<file path="src/rtl/core/wall_column_texture_stepper_top_assert.svh">
// assertion macros used by the stepper control module
`ifndef WALL_COLUMN_TEXTURE_STEPPER_TOP_ASSERT_SVH
`define WALL_COLUMN_TEXTURE_STEPPER_TOP_ASSERT_SVH

// same-cycle implication, off while reset is high
`define WCTS_ASSERT_SAME(label, clk, rst, ante, cons) \
   label: assert property (@(posedge clk) disable iff (rst) (ante) |-> (cons)) \
      else $error("wcts same-cycle check failed");

// next-cycle implication, off while reset is high
`define WCTS_ASSERT_NEXT(label, clk, rst, ante, cons) \
   label: assert property (@(posedge clk) disable iff (rst) (ante) |=> (cons)) \
      else $error("wcts next-cycle check failed");

`endif

</file>
<file path="src/rtl/core/wcts_pkg.sv">
`timescale 1ns / 1ps
package wcts_pkg;

   localparam int SCREEN_ROWS      = 512;
   localparam int TEXTURE_ROWS_MAX = 1024;

   localparam int PC_W     = 32;
   localparam int TH_W     = 11;
   localparam int DIST_W   = 24;
   localparam int TCOL_W   = 10;
   localparam int SROW_W   = 9;
   localparam int TROW_W   = 10;
   localparam int ACC_W    = 26;
   localparam int FRAC_W   = 16;
   localparam int LEFT_W   = 10;
   localparam int QUO_W    = PC_W + 8;
   localparam int PROD_W   = ACC_W + 9;
   localparam int SCREEN_Q8 = SCREEN_ROWS * 256;
   localparam int Q8_W     = $clog2(SCREEN_Q8) + 1;

   localparam int DIV_STEPS = QUO_W;
   localparam int MUL_STEPS = ACC_W;
   localparam int CNT_W     = $clog2(DIV_STEPS);

   localparam int CSR_ADDR_W = 3;
   localparam int CSR_DATA_W = 32;
   localparam logic [PC_W-1:0] PC_RESET = 32'd7260160;
   localparam logic [TH_W-1:0] TH_RESET = 11'd64;

   localparam logic REG_PROJECTION = 1'b0;
   localparam logic REG_TEX_HEIGHT = 1'b1;

   typedef struct packed {
      logic load_w;
      logic load_s;
      logic div_step;
      logic load_m;
      logic mul_step;
      logic commit;
      logic row_advance;
   } cmd_type;

   typedef struct packed {
      logic rows_zero;
   } status_type;

   function automatic logic [TH_W-1:0] th_effective(input logic [TH_W-1:0] th);
      logic [TH_W-1:0] r;
      r = th;
      if (th == '0) begin
         r = TH_W'(1);
      end else if (th > TH_W'(TEXTURE_ROWS_MAX)) begin
         r = TH_W'(TEXTURE_ROWS_MAX);
      end
      return r;
   endfunction

   function automatic logic [ACC_W-1:0] sat_step(input logic [QUO_W-1:0] q);
      logic [ACC_W-1:0] r;
      r = q[ACC_W-1:0];
      if (q[QUO_W-1:ACC_W] != '0) begin
         r = {ACC_W{1'b1}};
      end
      return r;
   endfunction

endpackage

</file>
<file path="src/rtl/core/wcts_req_if.sv">
`timescale 1ns / 1ps
interface wcts_req_if;
   import wcts_pkg::*;
   logic                valid;
   logic                ready;
   logic                mode;
   logic [DIST_W-1:0]   ray_distance;
   logic [TCOL_W-1:0]   texture_column;
   modport source (output valid, mode, ray_distance, texture_column, input ready);
   modport sink   (input valid, mode, ray_distance, texture_column, output ready);
endinterface

</file>
<file path="src/rtl/core/wcts_rsp_if.sv">
`timescale 1ns / 1ps
interface wcts_rsp_if;
   import wcts_pkg::*;
   logic                valid;
   logic                ready;
   logic [SROW_W-1:0]   screen_row;
   logic [TROW_W-1:0]   texture_row;
   logic [TCOL_W-1:0]   column_of_texture;
   logic                last;
   modport source (output valid, screen_row, texture_row, column_of_texture, last,
                   input ready);
   modport sink   (input valid, screen_row, texture_row, column_of_texture, last,
                   output ready);
endinterface

</file>
<file path="src/rtl/core/wall_column_texture_stepper_top.sv">
`timescale 1ns / 1ps
// wall column texture stepper
// req_bus (valid/ready): mode 0 opens a screen column from ray_distance and
//   texture_column; mode 1 asks for the next wall row of that column.
// rsp_bus (valid/ready): one beat per row request while rows remain, carrying
//   screen_row, texture_row, column_of_texture and last on the final row.
//   a row request after the last row is taken and gives no beat.
// csr port (apb-style): projection_constant at 0x0, texture_height at 0x4.
// a row beat is registered and appears on rsp_bus in the cycle after its request.
// throughput: row requests go one per cycle while the output register drains.
//   a column start holds req ready low through two 40-step restoring divisions
//   (wall height, texture step), a 26-step shift-add multiply for the clip
//   offset plus load_s, load_m and commit states, on one bit-serial datapath.
// reset: csr registers return to their defaults, no column is open and the
//   output register is empty.
// when the receiver stalls, the pending beat holds and req ready stays low
//   until it is taken.
module wall_column_texture_stepper_top (
   input  logic                                 clock,
   input  logic                                 reset,
   wcts_req_if.sink                             req_bus,
   wcts_rsp_if.source                           rsp_bus,
   input  logic                                 csr_psel,
   input  logic                                 csr_penable,
   input  logic                                 csr_pwrite,
   input  logic [wcts_pkg::CSR_ADDR_W-1:0]      csr_paddr,
   input  logic [wcts_pkg::CSR_DATA_W-1:0]      csr_pwdata,
   output logic [wcts_pkg::CSR_DATA_W-1:0]      csr_prdata,
   output logic                                 csr_pready
);
   import wcts_pkg::*;

   logic [PC_W-1:0] pc_ff, pc_in;
   logic [TH_W-1:0] th_ff, th_in;
   logic            csr_write;
   cmd_type         cmd;
   status_type      status;

   assign csr_pready = 1'b1;
   assign csr_write  = csr_psel && csr_penable && csr_pwrite && csr_pready;

   always_comb begin
      pc_in = pc_ff;
      th_in = th_ff;
      if (csr_write) begin
         case (csr_paddr[2])
            REG_PROJECTION: pc_in = csr_pwdata;
            REG_TEX_HEIGHT: th_in = csr_pwdata[TH_W-1:0];
            default:        pc_in = pc_ff;
         endcase
      end
      case (csr_paddr[2])
         REG_PROJECTION: csr_prdata = pc_ff;
         REG_TEX_HEIGHT: csr_prdata = CSR_DATA_W'(th_ff);
         default:        csr_prdata = '0;
      endcase
   end

   always_ff @(posedge clock) begin
      if (reset) begin
         pc_ff <= PC_RESET;
         th_ff <= TH_RESET;
      end else begin
         pc_ff <= pc_in;
         th_ff <= th_in;
      end
   end

   wcts_ctrl u_ctrl (
      .clock     (clock),
      .reset     (reset),
      .req_valid (req_bus.valid),
      .req_mode  (req_bus.mode),
      .req_ready (req_bus.ready),
      .rsp_valid (rsp_bus.valid),
      .rsp_ready (rsp_bus.ready),
      .status    (status),
      .cmd       (cmd)
   );

   wcts_datapath u_datapath (
      .clock               (clock),
      .reset               (reset),
      .cmd                 (cmd),
      .status              (status),
      .projection_constant (pc_ff),
      .texture_height      (th_ff),
      .ray_distance        (req_bus.ray_distance),
      .texture_column      (req_bus.texture_column),
      .screen_row          (rsp_bus.screen_row),
      .texture_row         (rsp_bus.texture_row),
      .column_of_texture   (rsp_bus.column_of_texture),
      .last                (rsp_bus.last)
   );

endmodule

</file>
<file path="src/rtl/core/wcts_datapath.sv">
`timescale 1ns / 1ps
module wcts_datapath (
   input  logic                                clock,
   input  logic                                reset,
   input  wcts_pkg::cmd_type                   cmd,
   output wcts_pkg::status_type                status,
   input  logic [wcts_pkg::PC_W-1:0]           projection_constant,
   input  logic [wcts_pkg::TH_W-1:0]           texture_height,
   input  logic [wcts_pkg::DIST_W-1:0]         ray_distance,
   input  logic [wcts_pkg::TCOL_W-1:0]         texture_column,
   output logic [wcts_pkg::SROW_W-1:0]         screen_row,
   output logic [wcts_pkg::TROW_W-1:0]         texture_row,
   output logic [wcts_pkg::TCOL_W-1:0]         column_of_texture,
   output logic                                last
);
   import wcts_pkg::*;

   // shared divider / multiplier working registers
   logic [QUO_W-1:0]  rem_ff, rem_in, quo_ff, quo_in, dvs_ff, dvs_in, w_ff, w_in;
   logic [PROD_W-1:0] mcand_ff, mcand_in, prod_ff, prod_in;
   logic [ACC_W-1:0]  mplier_ff, mplier_in;
   // column state
   logic [ACC_W-1:0]  acc_ff, acc_in, step_ff, step_in;
   logic [SROW_W-1:0] row_ff, row_in;
   logic [LEFT_W-1:0] left_ff, left_in;
   logic [TCOL_W-1:0] col_ff, col_in;
   // result register
   logic [SROW_W-1:0] srow_ff, srow_in;
   logic [TROW_W-1:0] trow_ff, trow_in;
   logic [TCOL_W-1:0] tcol_ff, tcol_in;
   logic              last_ff, last_in;

   logic [QUO_W:0]    shifted, diff;
   logic              ge;
   logic [QUO_W-1:0]  mcand_src;
   logic [TH_W-1:0]   th_eff;
   logic [TROW_W-1:0] limit, acc_int;
   logic [ACC_W:0]    acc_sum;
   logic [Q8_W-1:0]   w_low;
   logic              clipped;

   always_comb begin
      th_eff    = th_effective(texture_height);
      limit     = TROW_W'(th_eff - TH_W'(1));
      acc_int   = acc_ff[ACC_W-1:FRAC_W];
      shifted   = {rem_ff, quo_ff[QUO_W-1]};
      diff      = shifted - {1'b0, dvs_ff};
      ge        = shifted >= {1'b0, dvs_ff};
      mcand_src = w_ff - QUO_W'(SCREEN_Q8);
      acc_sum   = {1'b0, acc_ff} + {1'b0, step_ff};
      w_low     = w_ff[Q8_W-1:0];
      clipped   = w_ff >= QUO_W'(SCREEN_Q8);

      rem_in    = rem_ff;
      quo_in    = quo_ff;
      dvs_in    = dvs_ff;
      w_in      = w_ff;
      mcand_in  = mcand_ff;
      prod_in   = prod_ff;
      mplier_in = mplier_ff;
      acc_in    = acc_ff;
      step_in   = step_ff;
      row_in    = row_ff;
      left_in   = left_ff;
      col_in    = col_ff;
      srow_in   = srow_ff;
      trow_in   = trow_ff;
      tcol_in   = tcol_ff;
      last_in   = last_ff;

      if (cmd.load_w) begin
         rem_in = '0;
         quo_in = {projection_constant, 8'd0};
         dvs_in = (ray_distance == '0) ? QUO_W'(1) : QUO_W'(ray_distance);
         col_in = texture_column;
      end
      if (cmd.div_step) begin
         rem_in = ge ? diff[QUO_W-1:0] : shifted[QUO_W-1:0];
         quo_in = {quo_ff[QUO_W-2:0], ge};
      end
      if (cmd.load_s) begin
         // second division: texture height in Q.24 over the wall height
         w_in   = quo_ff;
         dvs_in = quo_ff;
         rem_in = '0;
         quo_in = QUO_W'(th_eff) << 24;
      end
      if (cmd.load_m) begin
         // product stays below 2^35 whenever the wall is clipped
         step_in   = sat_step(quo_ff);
         mplier_in = sat_step(quo_ff);
         mcand_in  = mcand_src[PROD_W-1:0];
         prod_in   = '0;
      end
      if (cmd.mul_step) begin
         if (mplier_ff[0]) begin
            prod_in = prod_ff + mcand_ff;
         end
         mcand_in  = {mcand_ff[PROD_W-2:0], 1'b0};
         mplier_in = {1'b0, mplier_ff[ACC_W-1:1]};
      end
      if (cmd.commit) begin
         if (clipped) begin
            acc_in  = prod_ff[PROD_W-1:9];
            row_in  = '0;
            left_in = LEFT_W'(SCREEN_ROWS - 1);
         end else begin
            acc_in  = '0;
            row_in  = SROW_W'((Q8_W'(SCREEN_Q8) - w_low) >> 9);
            left_in = LEFT_W'((w_low + Q8_W'(255)) >> 8);
         end
      end
      if (cmd.row_advance) begin
         srow_in = row_ff;
         trow_in = (acc_int > limit) ? limit : acc_int;
         tcol_in = col_ff;
         last_in = left_ff == LEFT_W'(1);
         acc_in  = acc_sum[ACC_W] ? {ACC_W{1'b1}} : acc_sum[ACC_W-1:0];
         row_in  = row_ff + SROW_W'(1);
         left_in = left_ff - LEFT_W'(1);
      end
   end

   always_ff @(posedge clock) begin
      if (reset) begin
         acc_ff  <= '0;
         step_ff <= '0;
         row_ff  <= '0;
         left_ff <= '0;
         col_ff  <= '0;
      end else begin
         acc_ff  <= acc_in;
         step_ff <= step_in;
         row_ff  <= row_in;
         left_ff <= left_in;
         col_ff  <= col_in;
      end
   end

   always_ff @(posedge clock) begin
      rem_ff    <= rem_in;
      quo_ff    <= quo_in;
      dvs_ff    <= dvs_in;
      w_ff      <= w_in;
      mcand_ff  <= mcand_in;
      prod_ff   <= prod_in;
      mplier_ff <= mplier_in;
      srow_ff   <= srow_in;
      trow_ff   <= trow_in;
      tcol_ff   <= tcol_in;
      last_ff   <= last_in;
   end

   assign status.rows_zero  = left_ff == '0;
   assign screen_row        = srow_ff;
   assign texture_row       = trow_ff;
   assign column_of_texture = tcol_ff;
   assign last              = last_ff;

endmodule

</file>
<file path="src/rtl/core/wcts_ctrl.sv">
`timescale 1ns / 1ps
module wcts_ctrl (
   input  logic                 clock,
   input  logic                 reset,
   input  logic                 req_valid,
   input  logic                 req_mode,
   output logic                 req_ready,
   output logic                 rsp_valid,
   input  logic                 rsp_ready,
   input  wcts_pkg::status_type status,
   output wcts_pkg::cmd_type    cmd
);
   import wcts_pkg::*;

   typedef enum logic [6:0] {
      ST_IDLE   = 7'b0000001,
      ST_DIV_W  = 7'b0000010,
      ST_LOAD_S = 7'b0000100,
      ST_DIV_S  = 7'b0001000,
      ST_LOAD_M = 7'b0010000,
      ST_MUL    = 7'b0100000,
      ST_COMMIT = 7'b1000000
   } state_type;

   state_type        state_ff, state_in;
   logic [CNT_W-1:0] cnt_ff, cnt_in;
   logic             rsp_valid_ff, rsp_valid_in;
   logic             accept;
   logic             div_last, mul_last;

   assign req_ready = (state_ff == ST_IDLE) && (!rsp_valid_ff || rsp_ready);
   assign accept    = req_valid && req_ready;
   assign div_last  = cnt_ff == CNT_W'(DIV_STEPS - 1);
   assign mul_last  = cnt_ff == CNT_W'(MUL_STEPS - 1);

   always_comb begin
      state_in = state_ff;
      cnt_in   = cnt_ff;
      cmd      = '0;
      case (state_ff)
         ST_IDLE: begin
            if (accept && !req_mode) begin
               cmd.load_w = 1'b1;
               cnt_in     = '0;
               state_in   = ST_DIV_W;
            end else if (accept && !status.rows_zero) begin
               cmd.row_advance = 1'b1;
            end
         end
         ST_DIV_W: begin
            cmd.div_step = 1'b1;
            cnt_in       = div_last ? '0 : cnt_ff + CNT_W'(1);
            if (div_last) begin
               state_in = ST_LOAD_S;
            end
         end
         ST_LOAD_S: begin
            cmd.load_s = 1'b1;
            state_in   = ST_DIV_S;
         end
         ST_DIV_S: begin
            cmd.div_step = 1'b1;
            cnt_in       = div_last ? '0 : cnt_ff + CNT_W'(1);
            if (div_last) begin
               state_in = ST_LOAD_M;
            end
         end
         ST_LOAD_M: begin
            cmd.load_m = 1'b1;
            cnt_in     = '0;
            state_in   = ST_MUL;
         end
         ST_MUL: begin
            cmd.mul_step = 1'b1;
            cnt_in       = mul_last ? '0 : cnt_ff + CNT_W'(1);
            if (mul_last) begin
               state_in = ST_COMMIT;
            end
         end
         ST_COMMIT: begin
            cmd.commit = 1'b1;
            state_in   = ST_IDLE;
         end
         default: begin
            state_in = ST_IDLE;
         end
      endcase

      // a new beat loads the output register, otherwise it drains on ready
      if (cmd.row_advance) begin
         rsp_valid_in = 1'b1;
      end else if (rsp_ready) begin
         rsp_valid_in = 1'b0;
      end else begin
         rsp_valid_in = rsp_valid_ff;
      end
   end

   always_ff @(posedge clock) begin
      if (reset) begin
         state_ff     <= ST_IDLE;
         cnt_ff       <= '0;
         rsp_valid_ff <= 1'b0;
      end else begin
         state_ff     <= state_in;
         cnt_ff       <= cnt_in;
         rsp_valid_ff <= rsp_valid_in;
      end
   end

   assign rsp_valid = rsp_valid_ff;

`include "wall_column_texture_stepper_top_assert.svh"

   `WCTS_ASSERT_SAME(a_row_slot_free, clock, reset, cmd.row_advance, !rsp_valid_ff || rsp_ready)
   `WCTS_ASSERT_NEXT(a_div_w_to_s, clock, reset, (state_ff == ST_DIV_W) && div_last, state_ff == ST_LOAD_S)
   `WCTS_ASSERT_NEXT(a_commit_idle, clock, reset, state_ff == ST_COMMIT, state_ff == ST_IDLE)

endmodule
</file>
<file path="src/flat_wrapper.sv">
// flat-port wrapper written by rule: the top's interface ports become plain ports
module wall_column_texture_stepper_top_flat import wcts_pkg::*;
  (clock, reset, csr_psel, csr_penable, csr_pwrite, csr_paddr, csr_pwdata, csr_prdata, csr_pready, req_bus_valid, req_bus_mode, req_bus_ray_distance, req_bus_texture_column, req_bus_ready, rsp_bus_valid, rsp_bus_screen_row, rsp_bus_texture_row, rsp_bus_column_of_texture, rsp_bus_last, rsp_bus_ready);
  wcts_req_if req_bus_i ();
  wcts_rsp_if rsp_bus_i ();
  input  logic clock;
  input  logic reset;
  input  logic csr_psel;
  input  logic csr_penable;
  input  logic csr_pwrite;
  input  logic [wcts_pkg::CSR_ADDR_W-1:0] csr_paddr;
  input  logic [wcts_pkg::CSR_DATA_W-1:0] csr_pwdata;
  output logic [wcts_pkg::CSR_DATA_W-1:0] csr_prdata;
  output logic csr_pready;
  input wire logic [$bits(req_bus_i.valid)-1:0] req_bus_valid;
  input wire logic [$bits(req_bus_i.mode)-1:0] req_bus_mode;
  input wire logic [$bits(req_bus_i.ray_distance)-1:0] req_bus_ray_distance;
  input wire logic [$bits(req_bus_i.texture_column)-1:0] req_bus_texture_column;
  output wire logic [$bits(req_bus_i.ready)-1:0] req_bus_ready;
  output wire logic [$bits(rsp_bus_i.valid)-1:0] rsp_bus_valid;
  output wire logic [$bits(rsp_bus_i.screen_row)-1:0] rsp_bus_screen_row;
  output wire logic [$bits(rsp_bus_i.texture_row)-1:0] rsp_bus_texture_row;
  output wire logic [$bits(rsp_bus_i.column_of_texture)-1:0] rsp_bus_column_of_texture;
  output wire logic [$bits(rsp_bus_i.last)-1:0] rsp_bus_last;
  input wire logic [$bits(rsp_bus_i.ready)-1:0] rsp_bus_ready;
  assign req_bus_i.valid = req_bus_valid;
  assign req_bus_i.mode = req_bus_mode;
  assign req_bus_i.ray_distance = req_bus_ray_distance;
  assign req_bus_i.texture_column = req_bus_texture_column;
  assign req_bus_ready = req_bus_i.ready;
  assign rsp_bus_valid = rsp_bus_i.valid;
  assign rsp_bus_screen_row = rsp_bus_i.screen_row;
  assign rsp_bus_texture_row = rsp_bus_i.texture_row;
  assign rsp_bus_column_of_texture = rsp_bus_i.column_of_texture;
  assign rsp_bus_last = rsp_bus_i.last;
  assign rsp_bus_i.ready = rsp_bus_ready;
  wall_column_texture_stepper_top u_core (.clock(clock), .reset(reset), .req_bus(req_bus_i), .rsp_bus(rsp_bus_i), .csr_psel(csr_psel), .csr_penable(csr_penable), .csr_pwrite(csr_pwrite), .csr_paddr(csr_paddr), .csr_pwdata(csr_pwdata), .csr_prdata(csr_prdata), .csr_pready(csr_pready));
endmodule
</file>
<file path="config.mk">
export PLATFORM = sky130hd
export DESIGN_NAME = wall_column_texture_stepper_top_flat
export DESIGN_NICKNAME = d
export VERILOG_FILES = /design/src/rtl/core/wcts_pkg.sv /design/src/rtl/core/wcts_req_if.sv /design/src/rtl/core/wcts_rsp_if.sv /design/src/rtl/core/wall_column_texture_stepper_top.sv /design/src/rtl/core/wcts_datapath.sv /design/src/rtl/core/wcts_ctrl.sv /design/src/flat_wrapper.sv
export VERILOG_INCLUDE_DIRS = /design/src /design/src/rtl/core
export SDC_FILE = /design/constraint.sdc
export NUM_CORES = 1
export LEC_CHECK = 0
export BUFFER_PORTS_ARGS = -buffer_cell sky130_fd_sc_hd__clkbuf_2
export CAP_MARGIN = 15
export CORE_AREA = 2 2 281 283
export DETAILED_ROUTE_END_ITERATION = 12
export DIE_AREA = 0 0 283 285
export MAX_ROUTING_LAYER = met4
export PLACE_DENSITY = 0.53
export SLEW_MARGIN = 25
export SYNTH_ARGS = -nofsm -noshare
export SYNTH_HDL_FRONTEND = slang
export SYNTH_SLANG_ARGS = --single-unit
</file>
<file path="constraint.sdc">
create_clock -name clock -period 4.4 [get_ports clock]
set_input_delay 0.88 -clock clock [delete_from_list [all_inputs] [get_ports clock]]
set_output_delay 0.88 -clock clock [all_outputs]
set_load 0.005 [all_outputs]
</file>
==> qor.csv, run 1 <==
metric,value,unit
vias,19300,
wire_per_inst,18.1,um
cts_tree,done,
drc_errors,0,
hold_path_class,reg2reg,
syn_avg_cell_area,8.74,sq um
comb_power_share,14.5,%
dpl_worst_slack,318,ps
synth_edf_count,180,
startpoint_type,register,
worst_slack,493,ps
dieArea,80700,sq um
cp_slowest_stage_delay,440,ps
vdd_ir_drop_max,0.000258,V
grt_pass1_vias,18300,
drv_cap,0,
io_buffers,138,
synth_top_family_by_area,compound AO/OA/AOI/OAI gates,
grt_pass1_wl,107000,um
regArea,10300,sq um
synthMuxAreaShare,1.98,%
cp-end-kind,register,
cts_sinks,424,
clock_latency,600,ps
p_per_area,395,nW/um^2
cp_top_family,compound AO/OA/AOI/OAI gates,
synth_most_common_cell,nand2_1,
syn-num-nets,2843,
drv_slew,0,
synthTopCellsByCount,"nand2_1, a21oi_1, nor2_1",
grtUsageTotal,17.3,%
grt-ovfl-total,0,
crit_buf_inv,0,
netlist_area,23100,sq um
clock_skew,37.9,ps
areaGrowthSynthToFinish,15.5,%
crit_arrival,4250,ps
synthSimpleGateAreaFrac,19.2,%
rows,103,
power_switching,0.00292,W
ys_warn_count,0,
pin_count,142,
setup_viol,0,
htreeDepth,2,
seq_area_frac_synth,44.5,%
place_congestion,0.926,
grt_max_degree,71,
nNetsFinal,2938,
postCtsSetupRepairBufs,0,
max_freq,256,MHz
rsz0062_at_grt,false,
crit_chain,nor4_1 -> nor2b_1 -> nand2_1 -> nor2_1 -> o21bai_1 -> ha_1 -> o21ai_0 -> nor3b_1 -> mux2i_1 -> o21ai_0 -> ha_1 -> nand3_1 -> nor2_1 -> a41oi_1 -> o31a_2 -> mux2_2,
sw_frac_of_total,27.7,%
synth_top_area_cell,edfxtp_1,
drtIter0Drc,1519,
synth-seq-cells,424,
initial_core_util,29.6,%
fill_cells,8177,
hold_viol,0,
dp_hpwl,50000,um
synth_compound_area_share,20.0,%
fin_setup_tns,0,ps
antenna_found_initial,2,
worst_slew_margin_rel,32.0,%
synth_xor_area_share,3.87,%
sequentialPowerShare,43.9,%
numCtsBuffers,48,
ys.flop_type,dfxtp_1,
critPathSlowestCell,dfxtp_1,
routed_wl,69400,um
cellLeakagePower,10.6,nW
clock_path_buffers,3,
ant_nets,0,
synth_area_leaders,"edfxtp_1, dfxtp_1, nand2_1, ha_1, a21oi_1",
synth_cells,2645,
synth_cell_type_count,83,
clkPwrFrac,41.6,%
path_max_fanout,10,
yosysTopAreaCellShare,23.4,%
die_h,285,um
p_int,0.00762,W
period_share,88.8,%
root_buffer,clkbuf_16,
synth-adder-area-share,6.65,%
vias_per_cell,5.05,
dr.pass1.iters,8,
synth_async_sr_flop_share,0,%
core,78000,sq um
worst_pin_slew,1010,ps
final_area,26700,sq um
required,4740,ps
period_needed,3910,ps
path_clk_slew,60,ps
placed_area,25000,sq um
status,"complete, no violations",
multi_input_area,12000,sq um
drive_above_1_share,10.8,%
dieWidth,283,um
worstSetupPathType,reg2reg,
==> power groups by stage <==
stage	clock network [W]	registers [W]	logic (W)
2_1_floorplan	0	0.00461	0.00105
3_3_place_gp	0	0.00471	0.00153
3_5_place_dp	0	0.00471	0.00153
4_1_cts	0.00450	0.00463	0.00154
5_1_grt	0.00465	0.00465	0.00172
6_report	0.00438	0.00463	0.00152
==> metal layers <==
metal	up-vias	routed length (um)	track usage, %
met5	-	0	-
met4	0	2250	5.70
met3	113	2860	2.53
met2	436	32300	28.0
met1	9109	32100	22.3
li1	9675	-	-
==> final timing paths <==
path,start,to,slack (ps),cells after the start
hold / removal,u_core.u_datapath.col_ff[1],u_core.u_datapath.column_of_texture[1],430,0
hold reg to reg,u_core.u_datapath.col_ff[1],u_core.u_datapath.column_of_texture[1],430,0
setup / recovery,u_core.th_ff[7],u_core.u_datapath.texture_row[0],490,16
setup reg to reg,u_core.th_ff[7],u_core.u_datapath.texture_row[0],490,16
==> flip-flops by register name, indices dropped and copies added (netlist names), 9 cells and up <==
register                             count
u_core.u_datapath.acc_ff                26
u_core.th_ff                            11
u_core.u_datapath.left_ff               10
u_core.u_datapath.col_ff                10
u_core.u_datapath.dvs_ff                40
u_core.pc_ff                            32
u_core.u_datapath.column_of_texture     10
u_core.u_datapath.mcand_ff              35
u_core.u_datapath.w_ff                  40
u_core.u_datapath.quo_ff                40
u_core.u_datapath.step_ff               26
u_core.u_datapath.row_ff                 9
u_core.u_datapath.screen_row             9
u_core.u_datapath.mplier_ff             26
u_core.u_datapath.texture_row           10
u_core.u_datapath.prod_ff               35
u_core.u_datapath.rem_ff                40
==> logic make-up (layout without fill, tap and decap cells) <==
| kind of cell | after synthesis | after routing |
|---|---|---|
| other | 1 | 2 |
| AO/OA/AOI/OAI | 747 | 747 |
| multiplexers | 44 | 44 |
| XOR/XNOR | 102 | 102 |
| AND/OR/NAND/NOR | 979 | 979 |
| flip-flops | 424 | 424 |
| adder cells (fa/ha/maj) | 121 | 121 |
| buffers and inverters | 227 | 361 |
==> cells in the final DEF, fill, tap and decap left out, types with 11 or more instances in the layout <==
cell type	n
nand2_1	423
a21oi_1	274
dfxtp_1	244
nor2_1	243
edfxtp_1	180
o21ai_0	153
clkbuf_2	137
ha_1	118
inv_1	93
nand3_1	61
xnor2_1	56
a21o_1	51
clkbuf_16	50
xor2_1	46
a211oi_1	42
buf_4	38
nor2b_1	36
nor3_1	32
mux2i_1	30
a31oi_1	29
a22o_1	29
nor4_1	27
o21a_1	23
and2_1	22
nand2b_1	21
and3_1	21
nand4_1	17
o21ai_1	17
mux2_2	14
o31ai_1	14
o21bai_1	14
nand3b_1	14
or3_1	12
a221oi_1	11
clkbuf_1	11
==> area by class of cell <==
type                            count  share of cell area [%]
Multi-Input combinational cell   1994                    45.0
Sequential cell                   424                    38.6
Clock buffer                       64                    5.00
Tap cell                         1050                    4.92
Timing Repair Buffer              177                    3.79
Clock inverter                     25                    1.37
Inverter                           95                    1.35
Antenna cell                        1                 0.00938
==> through the flow <==
stage,total power [W],instances,hold WS [ps],util [%]
after floorplan,0.00566,2645,408,-
after global placement,0.00624,3740,412,32.0
after detailed placement,0.00624,3740,416,32.0
after CTS,0.0107,3829,433,34.2
after global routing,0.0110,3830,439,34.2
final,0.0105,3830,433,34.2
==> repair_timing <==
action / in CTS / in global routing
gates resized for setup: 0 / 1
setup endpoints to repair: 0 / 1
hold buffers: 0 / 0
==> worst register-to-register path: stages (launching register included) <==
cell and delay [ps]:
dfxtp_1 440, nor4_1 100, nor2b_1 160, nand2_1 140
nor2_1 60, o21bai_1 340, ha_1 320, o21ai_0 190
nor3b_1 260, mux2i_1 100, o21ai_0 150, ha_1 300
nand3_1 100, nor2_1 60, a41oi_1 190, o31a_2 380
mux2_2 370
(Power assumes the default switching activity.)
==> run 2: changes to the inputs <==
CELL_PAD_IN_SITES_DETAIL_PLACEMENT = 1   (was default)
CELL_PAD_IN_SITES_GLOBAL_PLACEMENT = 2   (was default)
PLACE_DENSITY = 0.73   (was 0.53)
==> run 2 against run 1 <==
Setup slack got worse by 56 ps. Design area barely moved. Via count rose by 3.0%. Global-route usage rose by 2.3 points. Highest routed layer unchanged. Fmax fell by 1.4%.
==> qor.csv, run 2 (synthesis results as in run 1) <==
metric,value,unit
cp-end-kind,register,
die_h,285,um
power.total,0.0105,W
layout_commonest_cell,nand2_1,
vias,19900,
period_needed,3960,ps
pin_count,142,
dieWidth,283,um
grt_util_met3,2.62,%
worst_slew_margin_rel,35.6,%
path_max_fanout,10,
max_freq,252,MHz
worst_slack,437,ps
setup_viol,0,
required,4750,ps
wire_per_inst,20.4,um
mostFrequentLayoutCells,"nand2_1, a21oi_1, dfxtp_1",
period_share,90.1,%
dp_hpwl,57300,um
grt_max_degree,110,
dieArea,80700,sq um
drive_above_1_share,11.0,%
io_buffers,138,
cts_hold_buffers,0,
dr.pass1.iters,5,
rsz0062_at_grt,false,
nNetsFinal,2943,
vdd_ir_drop_max,0.000315,V
initial_core_util,29.6,%
drv_cap,0,
drtIter0Drc,1088,
numCtsBuffers,50,
drc_errors,0,
root_buffer,clkbuf_16,
fill_cells,9084,
clock_skew,20.6,ps
rows,103,
hold_slack,428,ps
cts_tree,done,
fin_setup_tns,0,ps
status,"complete, no violations",
p_per_area,392,nW/um^2
sw_frac_of_total,29.1,%
crit_arrival,4310,ps
ant_nets,0,
clock_latency,610,ps
clock_path_buffers,3,
grt_pass1_vias,20600,
sequentialPowerShare,44.6,%
antenna_found_initial,4,
grt-busiest-layer,met2,
comb_power_share,15.2,%
place_congestion,0.865,
power_switching,0.00305,W
worstSetupPathType,reg2reg,
hold_path_class,reg2reg,
hold_viol,0,
grt-ovfl-total,0,
grt_pass1_wl,122000,um
clkPwrFrac,40.2,%
areaGrowthSynthToFinish,15.4,%
p_int,0.00741,W
startpoint_type,register,
vias_per_cell,5.19,
dpl_worst_slack,288,ps
routed_wl,78200,um
path_clk_slew,60,ps
core,78000,sq um
grtUsageTotal,19.6,%
grt_use_met2,32.1,%
cellLeakagePower,10.6,nW
cts_sinks,424,
htreeDepth,2,
placed_area,25000,sq um
drv_slew,0,
final_area,26700,sq um
worst_pin_slew,957,ps
met1_usage,24.6,%
[run 2: cell types whose count changed in the layout (fill, tap and decap cells not counted), moves of 2 or more]
cell	before	now
clkinv_2	3	12
clkinv_1	8	1
bufinv_16	9	3
clkbuf_1	11	16
clkbuf_8	3	8
clkinv_4	3	0
buf_12	2	4
diode_2	1	3
[run 2: final timing paths]
| path | start | end | slack (ps) | cells past startpoint |
|---|---|---|---|---|
| min reg2reg | u_core.u_datapath.col_ff[4] | u_core.u_datapath.column_of_texture[4] | 430 | 0 |
| max | u_core.th_ff[5] | u_core.u_datapath.texture_row[0] | 440 | 16 |
| max reg2reg | u_core.th_ff[5] | u_core.u_datapath.texture_row[0] | 440 | 16 |
| min | u_core.u_datapath.col_ff[4] | u_core.u_datapath.column_of_texture[4] | 430 | 0 |
[run 2: stage by stage]
step	util (%)	std cells
CTS	34.2	3837
finish	34.2	3840
global route	34.2	3840
global placement	32.1	3743
floorplan	-	2645
detailed placement	32.1	3743
[run 2: per-layer routing]
layer	vias up	part of all wire, %
met3	132	3.5
met1	9734	46
li1	9695	-
met5	-	0
met4	0	3.4
met2	355	47
[run 2: repair_timing]
| item | 4_1_cts | 5_1_grt |
|---|---|---|
| endpoints found under the setup margin | 0 | 1 |
| buffers inserted | 0 | 0 |
| resized for setup | 0 | 1 |
| hold endpoints to repair | 0 | 0 |
[run 2: cell type report]
type                    instances  area (sq um)  share of cell area [%]
multi-input cells            1994         12000                    45.0
flip-flops and latches        424         10300                    38.6
clock buffers                  75          1450                    5.42
well taps                    1050          1310                    4.93
repair buffers                180          1060                    3.97
inverters                      95           358                    1.34
clock inverters                19           190                   0.713
diodes                          3          7.51                  0.0282
[run 2: power groups by stage]
stage	registers, W	logic (W)	clock network (W)
after floorplan	0.00461	0.00105	0
after global placement	0.00474	0.00155	0
after detailed placement	0.00475	0.00159	0
after CTS	0.00467	0.00160	0.00433
after global routing	0.00469	0.00177	0.00447
final	0.00467	0.00158	0.00421
[run 2: critical path, cell delays in order (launching register included)]
cell	delay (ps)
dfxtp_1	310
nor4_1	360
nor2b_1	300
nand2_1	160
nor2_1	120
o21bai_1	100
ha_1	270
xor2_1	300
ha_1	310
o21a_1	110
o21a_1	160
o21ai_0	150
nand2b_1	80
a21oi_1	170
o22ai_1	100
o31a_2	430
mux2_2	310
